## src/rtl/cpuio_pkg.sv

```systemverilog
`default_nettype none

package cpuio_pkg;

   // operation codes
   localparam logic [2:0] OP_BUS_WRITE  = 3'd0;
   localparam logic [2:0] OP_BUS_READ   = 3'd1;
   localparam logic [2:0] OP_LOAD_PAD   = 3'd2;
   localparam logic [2:0] OP_LOAD_STAT  = 3'd3;
   localparam logic [2:0] OP_RAISE_FLAG = 3'd4;

   // bus write map
   localparam logic [15:0] ADDR_NMITIMEN = 16'h4200;
   localparam logic [15:0] ADDR_WRIO     = 16'h4201;
   localparam logic [15:0] ADDR_WRMPYA   = 16'h4202;
   localparam logic [15:0] ADDR_WRMPYB   = 16'h4203;
   localparam logic [15:0] ADDR_WRDIVL   = 16'h4204;
   localparam logic [15:0] ADDR_WRDIVH   = 16'h4205;
   localparam logic [15:0] ADDR_WRDIVB   = 16'h4206;
   localparam logic [15:0] ADDR_HTIMEL   = 16'h4207;
   localparam logic [15:0] ADDR_HTIMEH   = 16'h4208;
   localparam logic [15:0] ADDR_VTIMEL   = 16'h4209;
   localparam logic [15:0] ADDR_VTIMEH   = 16'h420A;
   localparam logic [15:0] ADDR_MEMSEL   = 16'h420D;

   // bus read map
   localparam logic [15:0] ADDR_RDNMI    = 16'h4210;
   localparam logic [15:0] ADDR_TIMEUP   = 16'h4211;
   localparam logic [15:0] ADDR_HVBJOY   = 16'h4212;
   localparam logic [15:0] ADDR_RDIO     = 16'h4213;
   localparam logic [15:0] ADDR_RDDIVL   = 16'h4214;
   localparam logic [15:0] ADDR_RDDIVH   = 16'h4215;
   localparam logic [15:0] ADDR_RDMPYL   = 16'h4216;
   localparam logic [15:0] ADDR_RDMPYH   = 16'h4217;
   localparam logic [15:0] ADDR_PAD_FIRST = 16'h4218;
   localparam logic [15:0] ADDR_PAD_LAST  = 16'h421F;

   // configuration register indexes
   localparam logic CSR_CPU_VERSION = 1'b0;

   localparam int          PAD_COUNT_DEFAULT = 4;
   localparam int          PAD_SLOTS         = 4;
   localparam logic [3:0]  CPU_VERSION_RESET = 4'h2;
   localparam logic [15:0] DIV_ZERO_QUOTIENT = 16'hFFFF;
   localparam logic [7:0]  TIMER_FLAG_SET    = 8'h80;

   localparam logic [3:0]  MUL_STEPS_M1 = 4'd7;
   localparam logic [3:0]  DIV_STEPS_M1 = 4'd15;

   typedef struct packed {
      logic [2:0]  operation;
      logic [15:0] address;
      logic [7:0]  write_data;
      logic [1:0]  pad_index;
      logic [15:0] pad_value;
      logic [7:0]  blank_status;
      logic [7:0]  port_in;
      logic        raise_nmi;
      logic        raise_timer;
   } req_type;

   typedef struct packed {
      logic [7:0] read_data;
      logic       auto_pad_read;
      logic [7:0] irq_enable_bits;
      logic [7:0] port_out;
      logic [8:0] h_compare;
      logic [8:0] v_compare;
      logic [7:0] fast_rom;
   } rsp_type;

   typedef struct packed {
      logic        start;
      logic        is_div;
      logic [15:0] scan;     // multiplier in high byte, or dividend
      logic [7:0]  operand;  // multiplicand, or divisor
   } mdu_cmd_type;

   typedef struct packed {
      logic        done;
      logic [15:0] quotient;
      logic [15:0] remainder; // product for a multiply
   } mdu_res_type;

endpackage

`default_nettype wire

```

## src/rtl/cpuio_mdu.sv

```systemverilog
`default_nettype none

module cpuio_mdu (
   input  wire logic                  clock,
   input  wire logic                  reset,
   input  wire cpuio_pkg::mdu_cmd_type cmd,
   output      cpuio_pkg::mdu_res_type res
);
   import cpuio_pkg::*;

   logic        busy_ff, busy_in;
   logic        done_ff, done_in;
   logic        is_div_ff, is_div_in;
   logic        bypass_ff, bypass_in;
   logic [3:0]  cnt_ff, cnt_in;
   logic [15:0] acc_ff, acc_in;
   logic [15:0] shreg_ff, shreg_in;
   logic [7:0]  opnd_ff, opnd_in;

   logic [15:0] add_x;
   logic [15:0] add_y;
   logic        add_cin;
   logic [16:0] add_sum;
   logic [8:0]  rem_shift;

   // one shared adder: shift-add for multiply, trial subtract for divide
   always_comb begin
      rem_shift = {acc_ff[7:0], shreg_ff[15]};
      if (is_div_ff) begin
         add_x   = {7'd0, rem_shift};
         add_y   = ~{8'd0, opnd_ff};
         add_cin = 1'b1;
      end else begin
         add_x   = {acc_ff[14:0], 1'b0};
         add_y   = shreg_ff[15] ? {8'd0, opnd_ff} : 16'd0;
         add_cin = 1'b0;
      end
      add_sum = {1'b0, add_x} + {1'b0, add_y} + {16'd0, add_cin};
   end

   always_comb begin
      busy_in   = busy_ff;
      done_in   = 1'b0;
      is_div_in = is_div_ff;
      bypass_in = bypass_ff;
      cnt_in    = cnt_ff;
      acc_in    = acc_ff;
      shreg_in  = shreg_ff;
      opnd_in   = opnd_ff;
      if (cmd.start) begin
         busy_in   = 1'b1;
         is_div_in = cmd.is_div;
         opnd_in   = cmd.operand;
         cnt_in    = cmd.is_div ? DIV_STEPS_M1 : MUL_STEPS_M1;
         // zero divisor: load the fixed answer and skip the steps
         bypass_in = cmd.is_div && (cmd.operand == 8'd0);
         acc_in    = bypass_in ? cmd.scan : 16'd0;
         shreg_in  = bypass_in ? DIV_ZERO_QUOTIENT : cmd.scan;
      end else if (busy_ff) begin
         if (!bypass_ff) begin
            if (is_div_ff) begin
               acc_in   = add_sum[16] ? add_sum[15:0] : add_x;
               shreg_in = {shreg_ff[14:0], add_sum[16]};
            end else begin
               acc_in   = add_sum[15:0];
               shreg_in = {shreg_ff[14:0], 1'b0};
            end
         end
         cnt_in = cnt_ff - 4'd1;
         if (bypass_ff || cnt_ff == 4'd0) begin
            busy_in = 1'b0;
            done_in = 1'b1;
         end
      end
   end

   always_ff @(posedge clock) begin
      if (reset) begin
         busy_ff <= 1'b0;
         done_ff <= 1'b0;
      end else begin
         busy_ff <= busy_in;
         done_ff <= done_in;
      end
      is_div_ff <= is_div_in;
      bypass_ff <= bypass_in;
      cnt_ff    <= cnt_in;
      acc_ff    <= acc_in;
      shreg_ff  <= shreg_in;
      opnd_ff   <= opnd_in;
   end

   assign res.done      = done_ff;
   assign res.quotient  = shreg_ff;
   assign res.remainder = acc_ff;

`ifndef SYNTH
   a_no_start_busy: assert property (@(posedge clock) disable iff (reset)
      busy_ff |-> !cmd.start)
      else $error("mdu started while busy");
   a_last_step: assert property (@(posedge clock) disable iff (reset)
      (busy_ff && !cmd.start && cnt_ff == 4'd0) |=> (!busy_ff && done_ff))
      else $error("mdu did not finish after last step");
   a_done_pulse: assert property (@(posedge clock) disable iff (reset)
      done_ff |-> !busy_ff)
      else $error("mdu done while still busy");
`endif

endmodule

`default_nettype wire

```

## src/rtl/cpu_io_registers_mul_div_top.sv

```systemverilog
`default_nettype none

// Channel   Direction  Handshake              Payload
// req_      in         req_valid/req_ready    req_data  (cpuio_pkg::req_type)
// rsp_      out        rsp_valid/rsp_ready    rsp_data  (cpuio_pkg::rsp_type)
// csr_      in/out     APB psel/penable/...   cpu_version at byte address 0
//
// Plain items answer in the cycle after acceptance. A write to WRMPYB runs 8
// shift-add steps and a write to WRDIVB 16 divide steps on the shared adder
// in cpuio_mdu before their result is registered as the response; a zero
// divisor skips the steps.
// reset is synchronous and loads the power-on register values.
// req_ready is low while the adder runs and while an unread result stalls.

module cpu_io_registers_mul_div_top #(
   parameter int PAD_COUNT = cpuio_pkg::PAD_COUNT_DEFAULT
) (
   input  wire logic               clock,
   input  wire logic               reset,
   input  wire logic               req_valid,
   output      logic               req_ready,
   input  wire cpuio_pkg::req_type req_data,
   output      logic               rsp_valid,
   input  wire logic               rsp_ready,
   output      cpuio_pkg::rsp_type rsp_data,
   input  wire logic               csr_psel,
   input  wire logic               csr_penable,
   input  wire logic               csr_pwrite,
   input  wire logic [2:0]         csr_paddr,
   input  wire logic [31:0]        csr_pwdata,
   output      logic [31:0]        csr_prdata,
   output      logic               csr_pready
);
   import cpuio_pkg::*;

   localparam logic S_IDLE = 1'b0;
   localparam logic S_BUSY = 1'b1;

   logic        state_ff, state_in;
   logic [3:0]  cpu_version_ff, cpu_version_in;
   logic [7:0]  enable_ff, enable_in;
   logic        auto_pad_ff, auto_pad_in;
   logic [7:0]  port_out_ff, port_out_in;
   logic [7:0]  mul_a_ff, mul_a_in;
   logic [15:0] dividend_ff, dividend_in;
   logic [15:0] quotient_ff, quotient_in;
   logic [15:0] prod_rem_ff, prod_rem_in;
   logic [8:0]  h_time_ff, h_time_in;
   logic [8:0]  v_time_ff, v_time_in;
   logic [7:0]  speed_ff, speed_in;
   logic [7:0]  nmi_status_ff, nmi_status_in;
   logic [7:0]  timer_flag_ff, timer_flag_in;
   logic [7:0]  blank_ff, blank_in;
   logic [7:0]  port_in_ff, port_in_in;
   logic [15:0] pad_ff [PAD_SLOTS];
   logic [15:0] pad_in [PAD_SLOTS];
   logic        rsp_valid_ff, rsp_valid_in;
   rsp_type     rsp_data_ff, rsp_data_in;
   // quotient only changes on a divide; remember which kind is in flight
   logic        div_run_ff, div_run_in;

   logic        accept;
   logic        csr_write;
   logic [7:0]  rdata;
   logic [1:0]  pad_sel;
   logic        pad_present;
   mdu_cmd_type mdu_cmd;
   mdu_res_type mdu_res;

   cpuio_mdu u_mdu (
      .clock (clock),
      .reset (reset),
      .cmd   (mdu_cmd),
      .res   (mdu_res)
   );

   assign req_ready  = (state_ff == S_IDLE) && (!rsp_valid_ff || rsp_ready);
   assign accept     = req_valid && req_ready;
   assign csr_write  = csr_psel && csr_penable && csr_pwrite && csr_pready;
   assign csr_pready = 1'b1;
   assign csr_prdata = (csr_paddr[2] == CSR_CPU_VERSION) ? {28'd0, cpu_version_ff} : 32'd0;

   assign pad_sel     = req_data.address[2:1];
   assign pad_present = 32'(pad_sel) < PAD_COUNT;

   always_comb begin
      state_in       = state_ff;
      cpu_version_in = cpu_version_ff;
      enable_in      = enable_ff;
      auto_pad_in    = auto_pad_ff;
      port_out_in    = port_out_ff;
      mul_a_in       = mul_a_ff;
      dividend_in    = dividend_ff;
      quotient_in    = quotient_ff;
      prod_rem_in    = prod_rem_ff;
      h_time_in      = h_time_ff;
      v_time_in      = v_time_ff;
      speed_in       = speed_ff;
      nmi_status_in  = nmi_status_ff;
      timer_flag_in  = timer_flag_ff;
      blank_in       = blank_ff;
      port_in_in     = port_in_ff;
      pad_in         = pad_ff;
      div_run_in     = div_run_ff;
      rdata          = 8'd0;
      mdu_cmd.start   = 1'b0;
      mdu_cmd.is_div  = 1'b0;
      mdu_cmd.scan    = {req_data.write_data, 8'd0};
      mdu_cmd.operand = mul_a_ff;

      if (csr_write && csr_paddr[2] == CSR_CPU_VERSION) begin
         cpu_version_in = csr_pwdata[3:0];
         nmi_status_in  = {nmi_status_ff[7:4], csr_pwdata[3:0]};
      end

      if (accept) begin
         case (req_data.operation)
            OP_BUS_WRITE: begin
               case (req_data.address)
                  ADDR_NMITIMEN: begin
                     enable_in   = req_data.write_data;
                     auto_pad_in = req_data.write_data[0];
                  end
                  ADDR_WRIO:   port_out_in = req_data.write_data;
                  ADDR_WRMPYA: mul_a_in    = req_data.write_data;
                  ADDR_WRMPYB: begin
                     mdu_cmd.start = 1'b1;
                     state_in      = S_BUSY;
                  end
                  ADDR_WRDIVL: dividend_in = {dividend_ff[15:8], req_data.write_data};
                  ADDR_WRDIVH: dividend_in = {req_data.write_data, dividend_ff[7:0]};
                  ADDR_WRDIVB: begin
                     mdu_cmd.start   = 1'b1;
                     mdu_cmd.is_div  = 1'b1;
                     mdu_cmd.scan    = dividend_ff;
                     mdu_cmd.operand = req_data.write_data;
                     state_in        = S_BUSY;
                  end
                  ADDR_HTIMEL: h_time_in = {h_time_ff[8], req_data.write_data};
                  ADDR_HTIMEH: h_time_in = {req_data.write_data[0], h_time_ff[7:0]};
                  ADDR_VTIMEL: v_time_in = {v_time_ff[8], req_data.write_data};
                  ADDR_VTIMEH: v_time_in = {req_data.write_data[0], v_time_ff[7:0]};
                  ADDR_MEMSEL: speed_in  = req_data.write_data;
                  default: ;
               endcase
            end
            OP_BUS_READ: begin
               if (req_data.address inside {[ADDR_PAD_FIRST:ADDR_PAD_LAST]}) begin
                  if (pad_present) begin
                     rdata = req_data.address[0] ? pad_ff[pad_sel][15:8]
                                                 : pad_ff[pad_sel][7:0];
                  end
               end else begin
                  case (req_data.address)
                     ADDR_RDNMI: begin
                        rdata            = nmi_status_ff;
                        nmi_status_in[7] = 1'b0;
                     end
                     ADDR_TIMEUP: begin
                        rdata         = timer_flag_ff;
                        timer_flag_in = 8'd0;
                     end
                     ADDR_HVBJOY: rdata = blank_ff;
                     ADDR_RDIO:   rdata = port_in_ff;
                     ADDR_RDDIVL: rdata = quotient_ff[7:0];
                     ADDR_RDDIVH: rdata = quotient_ff[15:8];
                     ADDR_RDMPYL: rdata = prod_rem_ff[7:0];
                     ADDR_RDMPYH: rdata = prod_rem_ff[15:8];
                     default:     rdata = 8'd0;
                  endcase
               end
            end
            OP_LOAD_PAD: begin
               if (32'(req_data.pad_index) < PAD_COUNT) begin
                  pad_in[req_data.pad_index] = req_data.pad_value;
               end
            end
            OP_LOAD_STAT: begin
               blank_in   = req_data.blank_status;
               port_in_in = req_data.port_in;
            end
            OP_RAISE_FLAG: begin
               if (req_data.raise_nmi) begin
                  nmi_status_in[7] = 1'b1;
               end
               if (req_data.raise_timer) begin
                  timer_flag_in = TIMER_FLAG_SET;
               end
            end
            default: ;
         endcase
      end

      if (mdu_cmd.start) begin
         div_run_in = mdu_cmd.is_div;
      end

      // take the finished product or quotient/remainder
      if (mdu_res.done) begin
         state_in    = S_IDLE;
         prod_rem_in = mdu_res.remainder;
         if (div_run_ff) begin
            quotient_in = mdu_res.quotient;
         end
      end
   end

   always_comb begin
      rsp_valid_in = rsp_valid_ff;
      rsp_data_in  = rsp_data_ff;
      if (rsp_valid_ff && rsp_ready) begin
         rsp_valid_in = 1'b0;
      end
      if ((accept && !mdu_cmd.start) || mdu_res.done) begin
         rsp_valid_in                = 1'b1;
         rsp_data_in.read_data       = rdata;
         rsp_data_in.auto_pad_read   = auto_pad_in;
         rsp_data_in.irq_enable_bits = enable_in;
         rsp_data_in.port_out        = port_out_in;
         rsp_data_in.h_compare       = h_time_in;
         rsp_data_in.v_compare       = v_time_in;
         rsp_data_in.fast_rom        = speed_in;
      end
   end

   always_ff @(posedge clock) begin
      if (reset) begin
         state_ff       <= S_IDLE;
         cpu_version_ff <= CPU_VERSION_RESET;
         enable_ff      <= 8'd0;
         auto_pad_ff    <= 1'b0;
         port_out_ff    <= 8'd0;
         mul_a_ff       <= 8'd0;
         dividend_ff    <= 16'd0;
         quotient_ff    <= 16'd0;
         prod_rem_ff    <= 16'd0;
         h_time_ff      <= 9'd0;
         v_time_ff      <= 9'd0;
         speed_ff       <= 8'd0;
         nmi_status_ff  <= {4'd0, CPU_VERSION_RESET};
         timer_flag_ff  <= 8'd0;
         blank_ff       <= 8'd0;
         port_in_ff     <= 8'd0;
         for (int i = 0; i < PAD_SLOTS; i++) begin
            pad_ff[i] <= 16'd0;
         end
         rsp_valid_ff   <= 1'b0;
         div_run_ff     <= 1'b0;
      end else begin
         state_ff       <= state_in;
         cpu_version_ff <= cpu_version_in;
         enable_ff      <= enable_in;
         auto_pad_ff    <= auto_pad_in;
         port_out_ff    <= port_out_in;
         mul_a_ff       <= mul_a_in;
         dividend_ff    <= dividend_in;
         quotient_ff    <= quotient_in;
         prod_rem_ff    <= prod_rem_in;
         h_time_ff      <= h_time_in;
         v_time_ff      <= v_time_in;
         speed_ff       <= speed_in;
         nmi_status_ff  <= nmi_status_in;
         timer_flag_ff  <= timer_flag_in;
         blank_ff       <= blank_in;
         port_in_ff     <= port_in_in;
         pad_ff         <= pad_in;
         rsp_valid_ff   <= rsp_valid_in;
         div_run_ff     <= div_run_in;
      end
      rsp_data_ff <= rsp_data_in;
   end

   assign rsp_valid = rsp_valid_ff;
   assign rsp_data  = rsp_data_ff;

`ifndef SYNTH
   a_busy_blocks_req: assert property (@(posedge clock) disable iff (reset)
      (state_ff == S_BUSY) |-> !req_ready)
      else $error("item accepted while the mul/div unit runs");
   a_done_only_busy: assert property (@(posedge clock) disable iff (reset)
      mdu_res.done |-> (state_ff == S_BUSY))
      else $error("mul/div result with no item in flight");
   a_done_gives_rsp: assert property (@(posedge clock) disable iff (reset)
      mdu_res.done |=> rsp_valid_ff)
      else $error("mul/div result not presented");
   a_version_mirror: assert property (@(posedge clock) disable iff (reset)
      nmi_status_ff[3:0] == cpu_version_ff)
      else $error("RDNMI version bits out of step with cpu_version");
`endif

endmodule

`default_nettype wire
```

## config.mk

```make
export PLATFORM = sky130hd
export DESIGN_NAME = cpu_io_registers_mul_div_top
export DESIGN_NICKNAME = d
export VERILOG_FILES = /design/src/rtl/cpuio_pkg.sv /design/src/rtl/cpuio_mdu.sv /design/src/rtl/cpu_io_registers_mul_div_top.sv
export SDC_FILE = /design/constraint.sdc
export NUM_CORES = 1
export LEC_CHECK = 0
export ABC_AREA = 1
export BUFFER_PORTS_ARGS = -buffer_cell sky130_fd_sc_hd__buf_2
export CAP_MARGIN = 20
export CORE_MARGIN = 2
export CORE_UTILIZATION = 50
export CTS_CLUSTER_SIZE = 10
export DETAILED_ROUTE_END_ITERATION = 16
export GPL_ROUTABILITY_DRIVEN = 0
export GPL_TIMING_DRIVEN = 0
export HOLD_SLACK_MARGIN = 0.03
export PLACE_DENSITY = 0.68
export SLEW_MARGIN = 30
export SYNTH_ARGS = -nofsm -noshare
export SYNTH_HDL_FRONTEND = slang
export SYNTH_SLANG_ARGS = --single-unit
```

## constraint.sdc

```tcl
create_clock -name clock -period 14 [get_ports clock]
set_clock_uncertainty 0.1 [all_clocks]
set_input_delay 0.7 -clock clock [delete_from_list [all_inputs] [get_ports clock]]
set_output_delay 0.7 -clock clock [all_outputs]
set_load 0.01 [all_outputs]
```

==> summary.md <==
| Metric | Value |
|---|---|
| Largest net degree at the start of global routing | `21` |
| Seq/Total Area, Yosys | `0.4976` |
| Post-synth EDFFs | `97` |
| Vias in the first global route | `between 10000 and 15000` |
| Worst-path clk slew | `0.06 ns` |
| Vias per cell | `5.341` |
| Worst Setup Start Kind | `flop` |
| Area grow syn2layout | `17.66%` |
| First-pass GRT wire length | `59690 µm` |
| Port Buffers | `130` |
| Max VDD drop | `a little under 80 µV` |
| Count of different cell masters after synthesis | `45` |
| Clock sinks | `about 290` |
| TritonCTS clock tree | `built` |
| Worst-path maximum fanout | `10` |
| Leakage | `~7.1 nW` |
| CP max-delay cell | `fa_1` |
| Power, Total | `~1.8 mW` |
| Clock latency on the worst-skew pair | `0.50 ns` |
| Setup_tns | `0 ns` |
| Pin slew with the least headroom to its limit | `0.8582 ns` |
| Max-slew headroom | `0.4235` |
| Post-CTS Setup Bufs | `0` |
| FMAX | `between 200 and 250 MHz` |
| Total clock buffers created by CTS | `35` |
| Cell mode on critical path | `nand2_1` |
| Die area | `0.02832 mm²` |
| Critical Path End Type | `flop` |
| Pwr Density | `between 100 and 150 mW/mm²` |
| Final Hold Viols | `0` |
| Die Ht | `roughly 170 µm` |
| Met2 WL post-DR | `about 16000 µm` |
| DRT Pass-1 Iters | `5` |
| Starting DRT DRC Count | `1177` |
| Period minus WS final | `just over 4 ns` |
| Total gr overflow | `0` |
| Ys Warns | `0` |
| Synth Cell Area | `between 0.01 and 0.015 mm²` |
| WP data arrival | `approximately 4.2 ns` |
| Final setup vio count | `0` |
| Global-route usage over all layers | `0.2678` |
| Drt wl/cell | `16.87 µm` |
| Max_cap viols | `0` |
| RSZ-0062 raised after global routing | `false` |
| Met1 WL | `around 17000 µm` |
| Asr flop ratio synth | `0` |
| Synth Area per Inst | `~7.9 µm²` |
| H-tree Lvls | `2` |
| Initial core utilization | `0.5050` |
| Core Footprint | `approximately 0.027 mm²` |
| Hold WC Path Type | `primary input to flop` |
| DR WL met3 | `roughly 3500 µm` |
| Vias | `about 12000` |
| Crit path cell chain | `buf_2 > buf_1 > o21ai_0 > fa_1 > fa_1 > o21ai_0 > nand2_1 > nand2_1 > nand3_2 > nand3_1 > buf_2 > nand2_1 > nand3_1 > nand2_1` |
| Initial antenna violation count | `3` |
| Worst path required time | `around 14 ns` |
| I/O pin count | `roughly 190` |
| Post-synthesis cell count | `between 1500 and 2000` |
| CTS resizes | `0` |
| CTS Hold Bufs | `0` |
| Die X-Extent | `168.3 µm` |
| Nets | `roughly 2000` |
| Yosys reg bits | `about 290` |
| CP Class | `flop to flop` |
| DP Wirelength | `approximately 28000 µm` |
| Longest Clk Path Bufs | `3` |
| Final Slew Violations | `0` |
| Routed Antenna Nets | `0` |
| Synth Flop Type | `dfxtp_1` |
| Period utilization | `0.2904` |
| Top sig layer | `met4` |
| Worst path max stage delay | `~0.46 ns` |
| Status | `completed` |
| Layout cell share with drive strength beyond 1 | `0.1557` |
| CTS root buffer | `clkbuf_16` |
| Most frequent cells in the layout | `nor2_1 (253), nand2_1 (253), o21ai_0 (211)` |
| Final wirelength | `38220 µm` |
| DRC violation count after routing | `0` |
| Rows | `60` |
==> worst paths after layout <==
kind | startpoint | to | slack (ns) | cells after the start
setup / recovery | u_mdu.is_div_ff$_DFFE_PP_ | u_mdu.acc_ff[8]$_DFFE_PP_ | 9.93 | 14
hold / removal | csr_pwdata[1] | nmi_status_ff[1]$_SDFFE_PP1P_ | 0.33 | 3
setup reg to reg | u_mdu.is_div_ff$_DFFE_PP_ | u_mdu.acc_ff[8]$_DFFE_PP_ | 9.93 | 14
hold reg to reg | pad_ff[39]$_SDFFE_PP0P_ | pad_ff[39]$_SDFFE_PP0P_ | 0.35 | 2
==> worst max-delay path: cells and delay by family (launching register included) <==
| kind | cells | cell delay [ns] |
|---|---|---|
| buffers and inverters | 3 | 0.85 |
| AO/OA/AOI/OAI | 2 | 0.63 |
| adder cells (fa/ha/maj) | 2 | 0.87 |
| flip-flops | 1 | 0.44 |
| AND/OR/NAND/NOR | 7 | 0.91 |
==> cell usage after synthesis, types with 5 or more instances <==
library cell / count / area (µm²)
nor2_2: 9 / 56.30
clkbuf_1: 47 / 176.4
a21oi_1: 117 / 585.6
o21ai_0: 213 / 1066
nand2_2: 12 / 75.07
nand4_1: 44 / 275.3
nor2_1: 253 / 949.7
inv_2: 18 / 67.56
buf_2: 12 / 60.06
nand2_1: 253 / 949.7
nand3_1: 106 / 530.5
ha_1: 9 / 112.6
xor2_1: 7 / 61.31
dfxtp_1: 190 / 3804
nor2_8: 5 / 100.1
nor3_1: 8 / 40.04
buf_1: 6 / 22.52
buf_6: 5 / 56.30
o211ai_1: 16 / 120.1
buf_4: 35 / 262.8
a211oi_1: 9 / 67.56
inv_1: 180 / 675.7
edfxtp_1: 97 / 2913
==> power by group <==
part	total, mW	leakage [nW]	internal [mW]	switching, mW
Sequential	0.874	2.46	0.870	0.00415
Combinational	0.110	4.08	0.0367	0.0731
Clock	0.841	0.513	0.511	0.329
==> flip-flops by register name, indices dropped and copies added, names as in the netlist, 9 cells and up <==
| register | flops |
|---|---|
| pad_ff | 64 |
| u_mdu.acc_ff | 16 |
| prod_rem_ff | 16 |
| rsp_data | 51 |
| dividend_ff | 16 |
| quotient_ff | 16 |
| u_mdu.shreg_ff | 16 |
| h_time_ff | 9 |
| v_time_ff | 9 |
==> final cells by class <==
cell class / count / area (µm²)
fill: 2459 / 10850
buffer: 105 / 578.1
sequential: 287 / 6716
multi-input combinational: 1134 / 5575
timing repair buffer: 134 / 760.7
clock buffer: 60 / 1062
antenna: 4 / 10.01
tap: 341 / 426.7
inverter: 200 / 750.7
==> stage by stage <==
| step | worst slack [ns] | instance area [µm²] | hold slack, ns | std cells | utilization |
|---|---|---|---|---|---|
| 2_1_floorplan | 8.406 | 13600 | 0.3205 | 1726 | - |
| 3_3_place_gp | 6.238 | 14680 | 0.3381 | 2197 | 0.5491 |
| 3_5_place_dp | 10.05 | 14810 | 0.3383 | 2201 | 0.5541 |
| 4_1_cts | 10.03 | 15870 | 0.3207 | 2261 | 0.5938 |
| 5_1_grt | 9.548 | 15880 | 0.3382 | 2264 | 0.5941 |
| 6_report | 9.934 | 15880 | 0.3288 | 2265 | 0.5942 |
==> cell families (layout without fill, tap and decap cells) <==
kind of cell    count (synthesis)  after routing  share of synthesized area
other cells                     2             33                  0.0005564
buf+inv                       305            499                    0.09845
xor+xnor                       11             11                   0.007138
flops                         287            287                     0.4976
simple gates                  720            720                     0.2441
compound gates                363            363                     0.1408
fa+ha+maj                      11             11                    0.01131
==> layer usage <==
| metal | vias to the layer above | global-route usage |
|---|---|---|
| met5 | - | 0 |
| met4 | 0 | 0.09258 |
| met3 | 72 | 0.05924 |
| met2 | 548 | 0.4078 |
| met1 | 5513 | 0.3777 |
| li1 | 5965 | - |
No activity file was read; power rests on OpenSTA's default activity.
